===== src/design/i2cms_pkg.sv =====
package i2cms_pkg;

  localparam int SEND_DEPTH = 32;
  localparam int STORE_IDX_W = (SEND_DEPTH > 1) ? $clog2(SEND_DEPTH) : 1;
  localparam int QUEUE_DEPTH = 2;
  localparam int QUEUE_PTR_W = $clog2(QUEUE_DEPTH);
  localparam int QUEUE_CNT_W = $clog2(QUEUE_DEPTH + 1);

  localparam logic [1:0] OP_LOAD  = 2'd0;
  localparam logic [1:0] OP_START = 2'd1;
  localparam logic [1:0] OP_EVENT = 2'd2;
  localparam logic [1:0] OP_ERROR = 2'd3;

  localparam logic [1:0] MODE_WRITE      = 2'd0;
  localparam logic [1:0] MODE_READ       = 2'd1;
  localparam logic [1:0] MODE_WRITE_READ = 2'd2;

  localparam logic [1:0] BUF_IRQ_KEEP    = 2'd0;
  localparam logic [1:0] BUF_IRQ_ENABLE  = 2'd1;
  localparam logic [1:0] BUF_IRQ_DISABLE = 2'd2;

  localparam logic [2:0] NOTICE_NONE        = 3'd0;
  localparam logic [2:0] NOTICE_WRITE_START = 3'd1;
  localparam logic [2:0] NOTICE_READ_START  = 3'd2;
  localparam logic [2:0] NOTICE_WRITE_DONE  = 3'd3;
  localparam logic [2:0] NOTICE_READ_DONE   = 3'd4;
  localparam logic [2:0] NOTICE_ERROR       = 3'd5;

  typedef struct packed {
    logic [1:0]  op;
    logic [1:0]  mode;
    logic [6:0]  target_address;
    logic [5:0]  send_count;
    logic [15:0] receive_count;
    logic [4:0]  load_slot;
    logic [7:0]  data_byte;
    logic        start_sent;
    logic        address_done;
    logic        tx_empty;
    logic        rx_full;
    logic        byte_finished;
  } in_t;

  typedef struct packed {
    logic        accepted;
    logic        write_valid;
    logic [7:0]  write_byte;
    logic        nack_next;
    logic        gen_start;
    logic        gen_stop;
    logic [1:0]  buffer_irq;
    logic        event_irq_off;
    logic        rx_valid;
    logic [7:0]  rx_byte;
    logic [15:0] rx_position;
    logic [2:0]  notice;
  } out_t;

  // Event flags after priority resolution: start and address hits stand alone; tx may join rx or fin
  typedef struct packed {
    logic start_hit;
    logic addr_hit;
    logic tx_hit;
    logic rx_hit;
    logic fin_hit;
  } evt_t;

  typedef struct packed {
    logic        is_load;
    logic        is_start;
    logic        is_event;
    logic        is_error;
    logic        load_ok;
    logic        start_ok;
    logic [1:0]  mode;
    logic [6:0]  target_address;
    logic [5:0]  send_count;
    logic [15:0] receive_count;
    logic [STORE_IDX_W-1:0] load_idx;
    logic [7:0]  data_byte;
    evt_t        evt;
  } cmd_t;

endpackage


===== src/design/i2cms_front.sv =====
module i2cms_front (
  input  i2cms_pkg::in_t  item,
  output i2cms_pkg::cmd_t cmd
);

  logic [8:0] slot_ext;
  logic       send_in_range;

  assign slot_ext      = {4'b0, item.load_slot};
  assign send_in_range = 32'(item.send_count) <= i2cms_pkg::SEND_DEPTH;

  always_comb begin
    cmd                = '0;
    cmd.mode           = item.mode;
    cmd.target_address = item.target_address;
    cmd.send_count     = item.send_count;
    cmd.receive_count  = item.receive_count;
    cmd.load_idx       = slot_ext[i2cms_pkg::STORE_IDX_W-1:0];
    cmd.data_byte      = item.data_byte;
    cmd.load_ok        = 32'(item.load_slot) < i2cms_pkg::SEND_DEPTH;

    unique case (item.op)
      i2cms_pkg::OP_LOAD:  cmd.is_load  = 1'b1;
      i2cms_pkg::OP_START: cmd.is_start = 1'b1;
      i2cms_pkg::OP_EVENT: cmd.is_event = 1'b1;
      default:             cmd.is_error = 1'b1;
    endcase

    unique case (item.mode)
      i2cms_pkg::MODE_WRITE:
        cmd.start_ok = (item.send_count != '0) && send_in_range;
      i2cms_pkg::MODE_READ:
        cmd.start_ok = item.receive_count != '0;
      i2cms_pkg::MODE_WRITE_READ:
        cmd.start_ok = send_in_range;
      default:
        cmd.start_ok = 1'b0;
    endcase

    // start sent wins outright, then address done; rx full masks byte finished
    cmd.evt.start_hit = item.start_sent;
    cmd.evt.addr_hit  = !item.start_sent && item.address_done;
    cmd.evt.tx_hit    = !item.start_sent && !item.address_done && item.tx_empty;
    cmd.evt.rx_hit    = !item.start_sent && !item.address_done && item.rx_full;
    cmd.evt.fin_hit   = !item.start_sent && !item.address_done && !item.rx_full
                        && item.byte_finished;
  end

endmodule


===== src/design/i2cms_queue.sv =====
module i2cms_queue (
  input  logic            clk,
  input  logic            rst_n,
  input  logic            push,
  input  i2cms_pkg::cmd_t push_data,
  input  logic            pop,
  output i2cms_pkg::cmd_t head,
  output logic            not_empty,
  output logic            full,
  output logic [i2cms_pkg::QUEUE_CNT_W-1:0] count
);

  i2cms_pkg::cmd_t slots_r [i2cms_pkg::QUEUE_DEPTH];
  logic [i2cms_pkg::QUEUE_PTR_W-1:0] wr_ptr_r, wr_ptr_nxt;
  logic [i2cms_pkg::QUEUE_PTR_W-1:0] rd_ptr_r, rd_ptr_nxt;
  logic [i2cms_pkg::QUEUE_CNT_W-1:0] count_r, count_nxt;

  assign head      = slots_r[rd_ptr_r];
  assign not_empty = count_r != '0;
  assign full      = count_r == i2cms_pkg::QUEUE_CNT_W'(i2cms_pkg::QUEUE_DEPTH);
  assign count     = count_r;

  always_comb begin
    wr_ptr_nxt = wr_ptr_r;
    rd_ptr_nxt = rd_ptr_r;
    count_nxt  = count_r;
    if (push) begin
      wr_ptr_nxt = (32'(wr_ptr_r) == i2cms_pkg::QUEUE_DEPTH - 1) ? '0 : wr_ptr_r + 1'b1;
    end
    if (pop) begin
      rd_ptr_nxt = (32'(rd_ptr_r) == i2cms_pkg::QUEUE_DEPTH - 1) ? '0 : rd_ptr_r + 1'b1;
    end
    if (push && !pop) begin
      count_nxt = count_r + 1'b1;
    end else if (pop && !push) begin
      count_nxt = count_r - 1'b1;
    end
  end

  always_ff @(posedge clk) begin
    if (!rst_n) begin
      wr_ptr_r <= '0;
      rd_ptr_r <= '0;
      count_r  <= '0;
    end else begin
      wr_ptr_r <= wr_ptr_nxt;
      rd_ptr_r <= rd_ptr_nxt;
      count_r  <= count_nxt;
    end
  end

  always_ff @(posedge clk) begin
    if (push) begin
      slots_r[wr_ptr_r] <= push_data;
    end
  end

endmodule


===== src/design/i2cms_back.sv =====
module i2cms_back (
  input  logic            clk,
  input  logic            rst_n,
  input  i2cms_pkg::cmd_t cmd,
  input  logic            cmd_valid,
  output logic            cmd_pop,
  output logic            out_valid,
  input  logic            out_ready,
  output i2cms_pkg::out_t out_data
);

  logic        busy_r, busy_nxt;
  logic        reading_r, reading_nxt;
  logic [15:0] position_r, position_nxt;
  logic [5:0]  send_total_r, send_total_nxt;
  logic [15:0] receive_total_r, receive_total_nxt;
  logic [6:0]  peer_r, peer_nxt;

  logic [7:0]  store_r [i2cms_pkg::SEND_DEPTH];
  logic        store_we;
  logic [7:0]  store_rdata;

  logic        out_valid_r, out_valid_nxt;
  i2cms_pkg::out_t out_data_r;
  i2cms_pkg::out_t res;

  logic        tx_done;
  logic [15:0] pos_inc;

  assign cmd_pop     = cmd_valid && (!out_valid_r || out_ready);
  assign out_valid   = out_valid_r;
  assign out_data    = out_data_r;
  assign store_rdata = store_r[position_r[i2cms_pkg::STORE_IDX_W-1:0]];
  assign store_we    = cmd_pop && cmd.is_load && cmd.load_ok;
  assign pos_inc     = position_r + 16'd1;

  always_comb begin
    res               = '0;
    busy_nxt          = busy_r;
    reading_nxt       = reading_r;
    position_nxt      = position_r;
    send_total_nxt    = send_total_r;
    receive_total_nxt = receive_total_r;
    peer_nxt          = peer_r;
    tx_done           = position_r >= 16'(send_total_r);

    if (cmd.is_start) begin
      if (!busy_r && cmd.start_ok) begin
        reading_nxt       = cmd.mode == i2cms_pkg::MODE_READ;
        send_total_nxt    = (cmd.mode == i2cms_pkg::MODE_READ) ? '0 : cmd.send_count;
        receive_total_nxt = (cmd.mode == i2cms_pkg::MODE_WRITE) ? '0 : cmd.receive_count;
        peer_nxt          = cmd.target_address;
        position_nxt      = '0;
        busy_nxt          = 1'b1;
        res.accepted      = 1'b1;
        res.gen_start     = 1'b1;
        res.notice        = (cmd.mode == i2cms_pkg::MODE_READ) ?
                            i2cms_pkg::NOTICE_READ_START : i2cms_pkg::NOTICE_WRITE_START;
      end
    end else if (cmd.is_error) begin
      if (busy_r) begin
        busy_nxt   = 1'b0;
        res.notice = i2cms_pkg::NOTICE_ERROR;
      end
    end else if (cmd.is_event && busy_r) begin
      if (cmd.evt.start_hit) begin
        res.write_valid = 1'b1;
        res.write_byte  = {peer_r, reading_r};
        res.buffer_irq  = i2cms_pkg::BUF_IRQ_ENABLE;
      end else if (cmd.evt.addr_hit) begin
        res.nack_next = reading_r && (receive_total_r == 16'd1);
      end else begin
        if (cmd.evt.tx_hit && !reading_r) begin
          if (!tx_done) begin
            res.write_valid = 1'b1;
            res.write_byte  = store_rdata;
            position_nxt    = pos_inc;
          end else begin
            res.buffer_irq = i2cms_pkg::BUF_IRQ_DISABLE;
          end
        end
        if (cmd.evt.rx_hit) begin
          if (reading_r && (position_r < receive_total_r)) begin
            res.rx_valid    = 1'b1;
            res.rx_byte     = cmd.data_byte;
            res.rx_position = position_r;
            position_nxt    = pos_inc;
            res.nack_next   = pos_inc == (receive_total_r - 16'd1);
            if (pos_inc >= receive_total_r) begin
              res.gen_stop      = 1'b1;
              res.buffer_irq    = i2cms_pkg::BUF_IRQ_DISABLE;
              res.event_irq_off = 1'b1;
              res.notice        = i2cms_pkg::NOTICE_READ_DONE;
              busy_nxt          = 1'b0;
            end
          end
        end else if (cmd.evt.fin_hit) begin
          // judge against the position after a byte sent in this same event
          if (!reading_r && (position_nxt >= 16'(send_total_r))) begin
            if (receive_total_r != '0) begin
              position_nxt  = '0;
              reading_nxt   = 1'b1;
              res.gen_start = 1'b1;
            end else begin
              res.gen_stop      = 1'b1;
              res.buffer_irq    = i2cms_pkg::BUF_IRQ_DISABLE;
              res.event_irq_off = 1'b1;
              res.notice        = i2cms_pkg::NOTICE_WRITE_DONE;
              busy_nxt          = 1'b0;
            end
          end
        end
      end
    end

    if (cmd_pop) begin
      out_valid_nxt = 1'b1;
    end else if (out_ready) begin
      out_valid_nxt = 1'b0;
    end else begin
      out_valid_nxt = out_valid_r;
    end
  end

  always_ff @(posedge clk) begin
    if (!rst_n) begin
      busy_r          <= 1'b0;
      reading_r       <= 1'b0;
      position_r      <= '0;
      send_total_r    <= '0;
      receive_total_r <= '0;
      peer_r          <= '0;
      out_valid_r     <= 1'b0;
    end else begin
      out_valid_r <= out_valid_nxt;
      if (cmd_pop) begin
        busy_r          <= busy_nxt;
        reading_r       <= reading_nxt;
        position_r      <= position_nxt;
        send_total_r    <= send_total_nxt;
        receive_total_r <= receive_total_nxt;
        peer_r          <= peer_nxt;
      end
    end
  end

  always_ff @(posedge clk) begin
    if (cmd_pop) begin
      out_data_r <= res;
    end
    if (store_we) begin
      store_r[cmd.load_idx] <= cmd.data_byte;
    end
  end

endmodule


===== src/design/i2c_master_transfer_sequencer.sv =====
// Channel  Ports                          Payload
// -------  -----------------------------  ---------------------------
// input    in_valid / in_ready            in_data  (i2cms_pkg::in_t)
// result   out_valid / out_ready          out_data (i2cms_pkg::out_t)
//
// One item per cycle sustained while out_ready stays high; each result is registered
// first in the queue and then in the output register after its item's acceptance (front
// decode into the queue, back execute into the output register). The two-entry
// queue plus the output register hold three items before a stalled result side
// drops in_ready. Reset is synchronous, active low, and clears the queue,
// transfer state and result valid; the transmit store is not cleared.
module i2c_master_transfer_sequencer (
  input  logic            clk,
  input  logic            rst_n,
  input  logic            in_valid,
  output logic            in_ready,
  input  i2cms_pkg::in_t  in_data,
  output logic            out_valid,
  input  logic            out_ready,
  output i2cms_pkg::out_t out_data
);

  i2cms_pkg::cmd_t front_cmd;
  i2cms_pkg::cmd_t q_head;
  logic            q_push;
  logic            q_pop;
  logic            q_not_empty;
  logic            q_full;
  logic [i2cms_pkg::QUEUE_CNT_W-1:0] q_count;

  assign in_ready = !q_full;
  assign q_push   = in_valid && in_ready;

  i2cms_front u_front (
    .item (in_data),
    .cmd  (front_cmd)
  );

  i2cms_queue u_queue (
    .clk       (clk),
    .rst_n     (rst_n),
    .push      (q_push),
    .push_data (front_cmd),
    .pop       (q_pop),
    .head      (q_head),
    .not_empty (q_not_empty),
    .full      (q_full),
    .count     (q_count)
  );

  i2cms_back u_back (
    .clk       (clk),
    .rst_n     (rst_n),
    .cmd       (q_head),
    .cmd_valid (q_not_empty),
    .cmd_pop   (q_pop),
    .out_valid (out_valid),
    .out_ready (out_ready),
    .out_data  (out_data)
  );

`ifndef ASSERT_OFF
  a_queue_bound: assert property (@(posedge clk) disable iff (!rst_n)
    32'(q_count) <= i2cms_pkg::QUEUE_DEPTH)
    else $error("queue count exceeds depth");

  a_result_from_pop: assert property (@(posedge clk) disable iff (!rst_n)
    $rose(out_valid) |-> $past(q_pop))
    else $error("result appeared without a queue pop");

  a_accept_starts: assert property (@(posedge clk) disable iff (!rst_n)
    (out_valid && out_data.accepted) |-> (out_data.gen_start &&
      (out_data.notice == i2cms_pkg::NOTICE_WRITE_START ||
       out_data.notice == i2cms_pkg::NOTICE_READ_START)))
    else $error("accepted start without start condition and notice");

  a_rx_notice: assert property (@(posedge clk) disable iff (!rst_n)
    (out_valid && out_data.rx_valid) |-> (!out_data.write_valid &&
      (out_data.notice == i2cms_pkg::NOTICE_NONE ||
       out_data.notice == i2cms_pkg::NOTICE_READ_DONE)))
    else $error("received byte delivered with conflicting actions");
`endif

endmodule

===== config.mk =====
export PLATFORM = sky130hd
export DESIGN_NAME = i2c_master_transfer_sequencer
export DESIGN_NICKNAME = d
export VERILOG_FILES = /design/src/design/i2cms_pkg.sv /design/src/design/i2cms_front.sv /design/src/design/i2cms_queue.sv /design/src/design/i2cms_back.sv /design/src/design/i2c_master_transfer_sequencer.sv
export SDC_FILE = /design/constraint.sdc
export NUM_CORES = 1
export LEC_CHECK = 0
export BUFFER_PORTS_ARGS = -buffer_cell sky130_fd_sc_hd__buf_4
export CAP_MARGIN = 20
export CORE_MARGIN = 4
export CORE_UTILIZATION = 55
export DETAILED_ROUTE_END_ITERATION = 10
export GPL_ROUTABILITY_DRIVEN = 1
export PLACE_DENSITY = 0.76
export SYNTH_ARGS = -nofsm -noshare
export SYNTH_HDL_FRONTEND = slang
export SYNTH_SLANG_ARGS = --single-unit

===== constraint.sdc =====
create_clock -name clk -period 3.8 [get_ports clk]
set_input_delay 0.76 -clock clk [delete_from_list [all_inputs] [get_ports clk]]
set_output_delay 0.76 -clock clk [all_outputs]
set_load 0.01 [all_outputs]

==> metrics.yaml, run 1 <==
firstDrtPassIters: 6
start_util_pct: 56.26
cts_sinks: 465
max-cap-violations: 0
synthDistinctLibCells: 68
synthCells: 1241
drive_above_1_share_pct: 24.51
endpoint_kind: "flop"
grt_pass1_wl_mm: 68.48
grt_pass1_vias: 11332
synth_seq_cells: 465
yosys_warnings: 0
cts-hold-fix-buffers: 0
dr.first_iter.drc_count: 1399
crit_chain: "nor4_1 > nand3_1 > a2111o_1 > nor2_2 > xor2_1 > ha_1 > a21o_1 > a211oi_2 > o221a_2 > nor3_1 > and2_2 > a211o_1"
fin_nets: 1503
cts_tree: "yes"
cts_max_level: 2
maxSlewViolCount: 0
cp-startpoint: "u_back.position_r[12]"
fmax_ghz: 0.2763
die-area_sq_mm: 0.03877
grt_antenna_before_repair: 0
hold_class: "in -> reg"
cp_slowest_cell: "a2111o_1"
synth_edf_count: 407
hp-start: "in_data[5]"
dp_hpwl_mm: 29.79
r2r_start: "u_back.position_r[12]"
area_growth_pct: 16.24
clk_latency_ns: 0.57
grt_start_max_net_pins: 70
slowest_delay_ns: 0.52
tns_ns: 0
globalRouteOverflowTotal: 0
rrSetupSlack_ns: 0.18
crit_buf_inv: 0
syn_nets: 1344
criticalPathCategory: "reg -> reg"
cp.required_ns: 4.12
cts-root-buf: "clkbuf_16"
finalCritPeriodShare_pct: 95.26
die-width_um: 196.9
ir_worst_vdd_uv: 464.3
period_needed_ns: 3.620
wl_met2_mm: 19.62
clk_pin_slew_ns: 0.06
p_leak_nw: 7.812
num-fill-cells: 2410
io_buffer_count: 100
die_h_um: 196.9
drt.antenna.violating_nets: 0
fin_cells: 1891
pin_count: 101
async_reset_ff_share_pct: 0
fin_util_pct: 65.39
core-area_sq_mm: 0.03488
vias: 11579
slew-limit-headroom_pct: 35.96
routed_wirelength_mm: 44.49
worst-path-max-fanout: 8
avgSynthCellArea_sq_um: 15.81
critPathTopFamily: "compound AO/OA/AOI/OAI gates"
drc: 0
hold_viol: 0
placed_cells: 1803
via_per_inst: 6.123
wirelength_met1_mm: 19.38
total_power_mw: 13.87
cts_buffer_depth: 3
synth_top_flop_cell: "edfxtp_1"
num_rows: 68
syn-cell-area_sq_mm: 0.01963
skew_ns: 0.01929
wl_per_cell_um: 23.53
gp_congestion: 0.9285
track_usage_pct: 22.97
top_layer: "met4"
diodes: 0
dr_wl_met3_mm: 4.629
ys_seq_area_share_pct: 68.19
outcome: "completed"
arrival_ns: 3.94
tightest_slew_ns: 0.9577
numCtsBuffers: 46
worstSetupStartpointType: "flop"
setup_viol: 0
p_per_area_mw_per_mm2: 608.0
## synthesized netlist by cell type, types with 7 or more instances
library cell  count  area share (%)
buf_1            10            0.19
o22ai_1           7            0.22
mux2i_1          45             2.3
nand2_1          53             1.0
nand4_1          13            0.41
ha_1             48             3.1
clkbuf_1         33            0.63
nor2_1          104             2.0
and3_1           22            0.70
edfxtp_1        407              62
o21ai_0          25            0.64
mux2_2           12            0.69
nand3_1          13            0.33
a211oi_1         11            0.42
nor2b_1           9            0.29
nor3_1           37            0.94
nor4_1           13            0.41
dfxtp_1          58             5.9
o32ai_1           7            0.31
a21o_1            8            0.31
xnor2_1          35             1.6
mux4_2           80             9.2
a21oi_1          41             1.0
nand2b_1          8            0.26
inv_1            51            0.98
xor2_1            9            0.40
## routing by layer
layer,track usage (%),vias to the layer above
li1,-,5157
met1,36.19,5722
met2,33.13,635
met3,5.231,65
met4,5.290,0
met5,0,-
## worst paths after layout
| path | cells past startpoint | to |
|---|---|---|
| setup / recovery | 12 | u_back.out_data[30] |
| hold / removal | 1 | u_queue.slots_r[0][5] |
| setup reg to reg | 12 | u_back.out_data[30] |
| hold reg to reg | 2 | u_back.send_total_r[1] |
## cell type report
| cell class | instances | area (sq um) | area share, % |
|---|---|---|---|
| clock buffers | 54 | 1201 | 5.265 |
| flip-flops and latches | 465 | 13390 | 58.70 |
| inverters | 51 | 191.4 | 0.8392 |
| multi-input cells | 672 | 5867 | 25.72 |
| clock inverters | 30 | 330.3 | 1.448 |
| repair buffers | 164 | 1261 | 5.529 |
| well taps | 455 | 569.3 | 2.496 |
## kinds of logic (layout without fill, tap and decap cells)
| group | Yosys count | after routing | share of synthesized area (%) |
|---|---|---|---|
| adder cells (fa/ha/maj) | 48 | 48 | 3.060 |
| XOR/XNOR | 46 | 46 | 2.193 |
| AO/OA/AOI/OAI | 143 | 143 | 4.826 |
| AND/OR/NAND/NOR | 298 | 298 | 7.402 |
| flip-flops | 465 | 465 | 68.19 |
| buffers and inverters | 104 | 299 | 2.161 |
| multiplexers | 137 | 137 | 12.16 |
## metrics by stage
step / instance area [sq um] / hold slack, ns / worst slack (ns)
2_1_floorplan: 19630 / 0.4570 / 0.1661
3_3_place_gp: 21210 / 0.4725 / 0.1596
3_5_place_dp: 21210 / 0.4783 / 0.04669
4_1_cts: 22740 / 0.3429 / 0.02325
5_1_grt: 22810 / 0.3465 / -0.03380
6_report: 22810 / 0.3690 / 0.1802
## flip-flops by register name, summed over array words and instances, names as in the netlist, named ones only
register	count
u_back.peer_r	7
u_queue.wr_ptr_r	1
u_back.position_r	16
u_back.receive_total_r	16
u_back.out_valid	1
u_queue.slots_r	108
u_back.store_r	256
u_back.send_total_r	6
u_queue.rd_ptr_r	1
u_back.out_data	43
u_queue.count	2
u_back.reading_r	1
u_back.busy_r	1
## placed cells by master (no fill, tap or decap), drive strengths merged, types with 5 or more instances in the layout
master	n
a21oi	42
edfxtp	407
nand2b	8
mux2i	45
nand4	13
inv	52
nor3	37
o22ai	7
o21ai	25
dfxtp	58
a21o	8
mux2	12
xnor2	35
o2111ai	5
o21a	6
clkinv	20
nand2	53
bufinv	5
clkbuf	54
a211oi	11
mux4	80
nor4	13
and3	23
ha	48
o31ai	6
xor2	9
buf	164
nor2b	10
nor2	105
o32ai	7
nand3	13
## where the power goes
group	switching, mW	total [mW]	internal [mW]
Sequential	0.218	6.63	6.41
Combinational	1.69	2.69	0.990
Clock	1.93	4.56	2.62
Total	3.85	13.9	10.0
## repair_timing
item                                   CTS  global route
resized for setup                        0            12
endpoints found under the hold margin    0             0
setup endpoints to repair                0            23
setup buffers                            0             3
No activity file was read; power rests on OpenSTA's default activity.
==> run 2, diff against run 1 <==
- CORE_UTILIZATION: 55 -> 57
- CTS_BUF_LIST: unset -> sky130_fd_sc_hd__clkbuf_4
- CTS_CLUSTER_SIZE: unset -> 16
- PLACE_DENSITY: 0.76 -> 0.78
==> run 2 against run 1 <==
First-iteration DRC count shrank 3.9%. Sequential share of layout area is 0.16 points higher. Total power shrank 4.6%. Critical endpoint is now u_back.position_r[7].
==> metrics.yaml, run 2 (same netlist as run 1, synthesis figures left out) <==
drive_above_1_share_pct: 29.32  # was 24.51%
clk_pin_slew_ns: 0.07  # was 0.06 ns
clk_latency_ns: 0.80  # was 0.57 ns
wl_per_cell_um: 21.64  # was 23.53 um
cts-hold-fix-buffers: 0  # unchanged
firstDrtPassIters: 5  # was 6
endpoint_kind: "flop"  # unchanged
num-fill-cells: 2255  # was 2,410
period_needed_ns: 3.559  # was 3.620 ns
grt_antenna_before_repair: 1  # was 0
cts_buffer_depth: 3  # unchanged
cts_tree: "yes"  # unchanged
maxSlewViolCount: 0  # unchanged
grt_pass1_wl_mm: 66.79  # was 68.48 mm
grtUsageMet1_pct: 34.93  # was 36.19%
top_register: "u_back.store_r"  # unchanged
tightest_slew_ns: 0.9651  # was 0.9577 ns
via_per_inst: 5.938  # was 6.123
hp-start: "in_data[12]"  # was in_data[5]
area_growth_pct: 15.93  # was 16.24%
rr_endpoint: "u_back.position_r[7]"  # was u_back.out_data[30]
hold_class: "in -> reg"  # unchanged
start_util_pct: 58.09  # was 56.26%
worst-path-max-fanout: 7  # was 8
slowest_delay_ns: 0.47  # was 0.52 ns
largest_reg_flops: 256  # unchanged
core-area_sq_mm: 0.03378  # was 0.03488 sq mm
rr_worst_depth: 15  # was 12
rrSetupSlack_ns: 0.24  # was 0.18 ns
vias: 11881  # was 11,579
hold_viol: 0  # unchanged
cts-root-buf: "clkbuf_4"  # was clkbuf_16
grtUsageMet3_pct: 6.227  # was 5.231%
dr.first_iter.drc_count: 1344  # was 1,399
criticalPathCategory: "reg -> reg"  # unchanged
min_delay_path_depth: 1  # unchanged
finalCritPeriodShare_pct: 93.66  # was 95.26%
fmax_ghz: 0.2810  # was 0.2763 GHz
final_cell_mix: "edfxtp_1, buf_4, clkbuf_4"  # was edfxtp_1, buf_4, nor2_1
p_leak_nw: 7.933  # was 7.812 nW
ir_worst_vdd_uv: 463.2  # was 464.3 uV
globalRouteOverflowTotal: 0  # unchanged
pin_count: 101  # unchanged
die-area_sq_mm: 0.03746  # was 0.03877 sq mm
r2r_start: "u_back.send_total_r[3]"  # was u_back.position_r[12]
setup_viol: 0  # unchanged
grt_pass1_vias: 11657  # was 11,332
skew_ns: 0.05907  # was 0.01929 ns
grt_util_met2_pct: 32.92  # was 33.13%
min_to: "u_queue.slots_r[0][12]"  # was u_queue.slots_r[0][5]
die_h_um: 193.6  # was 196.9 um
placed_cells: 1798  # was 1,803
arrival_ns: 4.22  # was 3.94 ns
worstSetupStartpointType: "flop"  # unchanged
grt_start_max_net_pins: 70  # unchanged
num_rows: 67  # was 68
io_buffer_count: 100  # unchanged
fin_cells: 2001  # was 1,891
cts_max_level: 3  # was 2
top_usage_layer: "met1"  # unchanged
cp-startpoint: "u_back.send_total_r[3]"  # was u_back.position_r[12]
layout_commonest_cell: "edfxtp_1"  # unchanged
worst_path_most_repeated_cell: "ha_1"
routed_wirelength_mm: 43.31  # was 44.49 mm
drc: 0  # unchanged
drt.antenna.violating_nets: 0  # unchanged
die-width_um: 193.6  # was 196.9 um
cp.required_ns: 4.46  # was 4.12 ns
fin_nets: 1569  # was 1,503
gp_congestion: 0.9059  # was 0.9285
cp_slowest_cell: "a2111o_1"  # unchanged
numCtsBuffers: 110  # was 46
outcome: "completed"  # unchanged
track_usage_pct: 22.92  # was 22.97%
total_power_mw: 13.23  # was 13.87 mW
dp_hpwl_mm: 29.32  # was 29.79 mm
cts_sinks: 465  # unchanged
max-cap-violations: 0  # unchanged
crit_chain: "inv_1 > ha_1 > o2111a_1 > a2111o_1 > buf_4 > xnor2_2 > ha_1 > nand2b_1 > a21o_1 > a21oi_2 > o221ai_2 > a21oi_4 > clkbuf_16 > o31ai_1 > a311oi_1"  # was nor4_1 > nand3_1 > a2111o_1 > nor2_2 > xor2_1 > ha_1 > a21o_1 > a211oi_2 > o221a_2 > nor3_1 > and2_2 > a211o_1
p_per_area_mw_per_mm2: 581.6  # was 608.0 mW/mm^2
slew-limit-headroom_pct: 35.46  # was 35.96%
==> run 2: changes by cell type in the layout (fill, tap and decap cells not counted), sizes merged <==
cell      previous run  this run
diode                0         1
inv                 52        54
clkbuf              54       156
bufinv               5         2
clkinvlp             4         3
buf                164       165
clkinv              20        35
==> run 2: how the worst max path moves through the flow <==
| stage | cells past startpoint | endpoint | slack, ns |
|---|---|---|---|
| floorplan | 15 | flop | 0.17 |
| global placement | 15 | u_back.position_r[6] | 0.11 |
| detailed placement | 15 | u_back.position_r[10] | -0.005 |
| CTS | 16 | u_back.position_r[15] | 0.02 |
| global route | 14 | u_back.position_r[7] | -0.05 |
| finish | 15 | u_back.position_r[7] | 0.24 |
==> run 2: layout make-up <==
cell class              instances  area [sq um]  share of cell area [%]
clock inverters                43         239.0                   1.050
well taps                     448         560.5                   2.464
repair buffers                166          1314                   5.774
inverters                      51         191.4                  0.8414
multi-input cells             672          5889                   25.89
clock buffers                 155          1164                   5.114
diodes                          1         2.502                 0.01100
flip-flops and latches        465         13390                   58.86
==> run 2: repair_timing <==
item / 4_1_cts / 5_1_grt
resized for setup: 1 / 11
gates cloned: 0 / 1
pin swaps: 0 / 6
setup endpoints to repair: 4 / 24
buffers inserted: 0 / 3
==> run 2: worst max-delay path: cells and delay by family, from the launching register on <==
family | cells | cell delay, ns
compound gates | 8 | 1.82
fa+ha+maj | 2 | 0.55
buf+inv | 3 | 0.46
flops | 1 | 0.33
simple gates | 1 | 0.14
xor+xnor | 1 | 0.13
==> run 2: metrics by stage <==
step           hold WS (ns)  util (%)  instance area (sq um)  setup TNS (ns)  setup WS [ns]
4_1_cts             0.09819     67.02                  22640               0        0.01505
6_report             0.1745     67.35                  22750               0         0.2408
3_3_place_gp         0.4714     62.86                  21240               0         0.1121
5_1_grt             0.09920     67.35                  22750        -0.09272       -0.05233
2_1_floorplan        0.4570         -                  19630               0         0.1661
3_5_place_dp         0.4794     62.86                  21240       -0.004806      -0.004806
==> run 2: metal layers <==
layer	up-vias	wire, um
met5	-	0
met4	0	722
met3	54	4817
met2	680	19130
met1	5775	18640
li1	5372	-
==> run 2: where the power goes <==
part,internal [mW],leakage (nW),switching (mW)
Sequential,6.41,4.21,0.218
Combinational,0.990,2.90,1.68
Clock,2.03,0.823,1.92
Total,9.42,7.93,3.81
==> run 3, diff against run 2 <==
- PLACE_DENSITY: 0.78 -> 0.76
==> run 3 against run 2 <==
Clock-buffer cell count is 14 higher. Setup slack better by 0.0020 ns. Combinational power is 2% lower. Final area is 0.58% lower. Utilization is 0.39 points lower. Via count is 1.5% lower. Register-to-register slack hardly changed. Global-route usage is 0.14 points lower. Flip-flop and latch count stayed put. Critical path type unchanged.
==> metrics.yaml, run 3 (same netlist as run 1, synthesis figures left out) <==
core-area_sq_mm: 0.03378  # unchanged
fin_util_pct: 66.96  # was 67.35%
start_util_pct: 58.09  # unchanged
fin_ws_ns: 0.2428  # was 0.2408 ns
fin_nets: 1558  # was 1,569
die-area_sq_mm: 0.03746  # unchanged
dp_slack_ns: 0.02829  # was -0.004806 ns
combPwrFrac_pct: 19.9  # was 20.1%
cts_tree: "yes"  # unchanged
die_h_um: 193.6  # unchanged
final_cell_mix: "edfxtp_1, clkbuf_4, buf_4"  # was edfxtp_1, buf_4, clkbuf_4
cts-hold-fix-buffers: 0  # unchanged
area_growth_pct: 15.26  # was 15.93%
drive_above_1_share_pct: 29.20  # was 29.32%
hold_slack_ns: 0.1680  # was 0.1745 ns
grt_start_max_net_pins: 70  # unchanged
top_register: "u_back.store_r"  # unchanged
clk_latency_ns: 0.79  # was 0.80 ns
p_leak_nw: 7.882  # was 7.933 nW
cts_sinks: 465  # unchanged
layout_commonest_cell: "edfxtp_1"  # unchanged
io_buffer_count: 100  # unchanged
largest_reg_flops: 256  # unchanged
maxSlewViolCount: 0  # unchanged
period_needed_ns: 3.557  # was 3.559 ns
tns_ns: 0  # unchanged
drc: 0  # unchanged
setup_viol: 0  # unchanged
worst-path-max-fanout: 15  # was 7
design_area_sq_mm: 0.02262  # was 0.02275 sq mm
num_rows: 67  # unchanged
drt.antenna.violating_nets: 0  # unchanged
cts_resized: 0  # was 1
finalCritPeriodShare_pct: 93.61  # was 93.66%
die-width_um: 193.6  # unchanged
skew_ns: 0.05478  # was 0.05907 ns
globalRouteOverflowTotal: 0  # unchanged
cts-root-buf: "clkbuf_4"  # unchanged
p_seq_share_pct: 50.2  # was 50.1%
cts_buffer_depth: 3  # unchanged
clk_pin_slew_ns: 0.08  # was 0.07 ns
pin_count: 101  # unchanged
placed_area_sq_mm: 0.02120  # was 0.02124 sq mm
max-cap-violations: 0  # unchanged
cts_max_level: 3  # unchanged
total_power_mw: 13.19  # was 13.23 mW
firstDrtPassIters: 5  # unchanged
ir_worst_vdd_uv: 545.1  # was 463.2 uV
numCtsBuffers: 110  # unchanged
dp_hpwl_mm: 28.96  # was 29.32 mm
grt_antenna_before_repair: 1  # unchanged
hold_viol: 0  # unchanged
track_usage_pct: 22.78  # was 22.92%
rsz0062_at_grt: "false"
num-fill-cells: 2313  # was 2,255
postCtsSetupRepairBufs: 0  # unchanged
p_sw_share_pct: 28.31  # was 28.79%
outcome: "completed"  # unchanged
criticalPathCategory: "reg -> reg"  # unchanged
fmax_ghz: 0.2811  # was 0.2810 GHz
worstSetupStartpointType: "flop"  # unchanged
vias: 11700  # was 11,881
pwr-share-clk_pct: 29.9  # was 29.8%
endpoint_kind: "flop"  # unchanged
p_per_area_mw_per_mm2: 583.2  # was 581.6 mW/mm^2
grt_pass1_wl_mm: 66.50  # was 66.79 mm
wl_per_cell_um: 21.71  # was 21.64 um
hold_class: "in -> reg"  # unchanged
p_int_mw: 9.457  # was 9.422 mW
via_per_inst: 5.900  # was 5.938
cp.required_ns: 4.47  # was 4.46 ns
grt_pass1_vias: 11398  # was 11,657
arrival_ns: 4.22  # about the same
tightest_slew_ns: 1.037  # was 0.9651 ns
switchingPower_mw: 3.734  # was 3.810 mW
routed_wirelength_mm: 43.06  # was 43.31 mm
gp_congestion: 0.8808  # was 0.9059
fin_cells: 1983  # was 2,001
placed_cells: 1791  # was 1,798
slew-limit-headroom_pct: 30.68  # was 35.46%
dr.first_iter.drc_count: 1275  # was 1,344
==> run 3: changes by cell type in the layout (fill, tap and decap cells not counted), sizes merged <==
cell	previous run	this run
clkinv	35	17
clkbuf	156	169
buf	165	155
bufinv	2	1
clkinvlp	3	2
inv	54	53
==> run 3: layer usage <==
layer  part of all wire [%]  GRT usage (%)  wire [um]
met1                     45          36.25      19300
met5                      0              0          0
met3                    9.9          5.549       4283
met2                     44          32.05      18840
met4                    1.5          5.717        626
==> run 3: final timing paths <==
| check | cells after the start | end | slack, ns | startpoint |
|---|---|---|---|---|
| worst max-delay path | 15 | u_back.position_r[0] | 0.24 | u_back.send_total_r[2] |
| worst min-delay path | 1 | u_queue.slots_r[0][7] | 0.17 | in_data[7] |
| worst max register to register | 15 | u_back.position_r[0] | 0.24 | u_back.send_total_r[2] |
| worst min register to register | 2 | u_back.send_total_r[1] | 0.49 | u_back.send_total_r[1] |
==> run 3: layout make-up <==
type                            count  area [sq um]  area share (%)
Antenna cell                        1         2.502         0.01106
Clock buffer                      169          1269           5.609
Clock inverter                     22         122.6          0.5421
Inverter                           51         191.4          0.8463
Multi-Input combinational cell    672          5857           25.89
Sequential cell                   465         13390           59.20
Tap cell                          448         560.5           2.478
Timing Repair Buffer              155          1226           5.421
==> run 3: worst max-delay path: stages (launching register included) <==
cell and delay, ns:
dfxtp_1 0.34, inv_1 0.07, ha_1 0.30, a211oi_1 0.21, o21ai_0 0.14, a2111o_1 0.43
nor2_1 0.15, xor2_1 0.16, ha_1 0.26, a21o_1 0.19, a211oi_2 0.27, o221ai_2 0.16
a21oi_2 0.24, buf_12 0.17, a21oi_1 0.07, a311oi_2 0.28
==> run 3: power by group through the flow <==
stage | Clock (mW) | Sequential (mW) | Combinational (mW)
CTS | 4.02 | 6.63 | 2.61
global placement | 0 | 6.71 | 2.54
global route | 4.30 | 6.67 | 2.85
floorplan | 0 | 6.77 | 1.54
detailed placement | 0 | 6.74 | 2.60
finish | 3.94 | 6.63 | 2.62
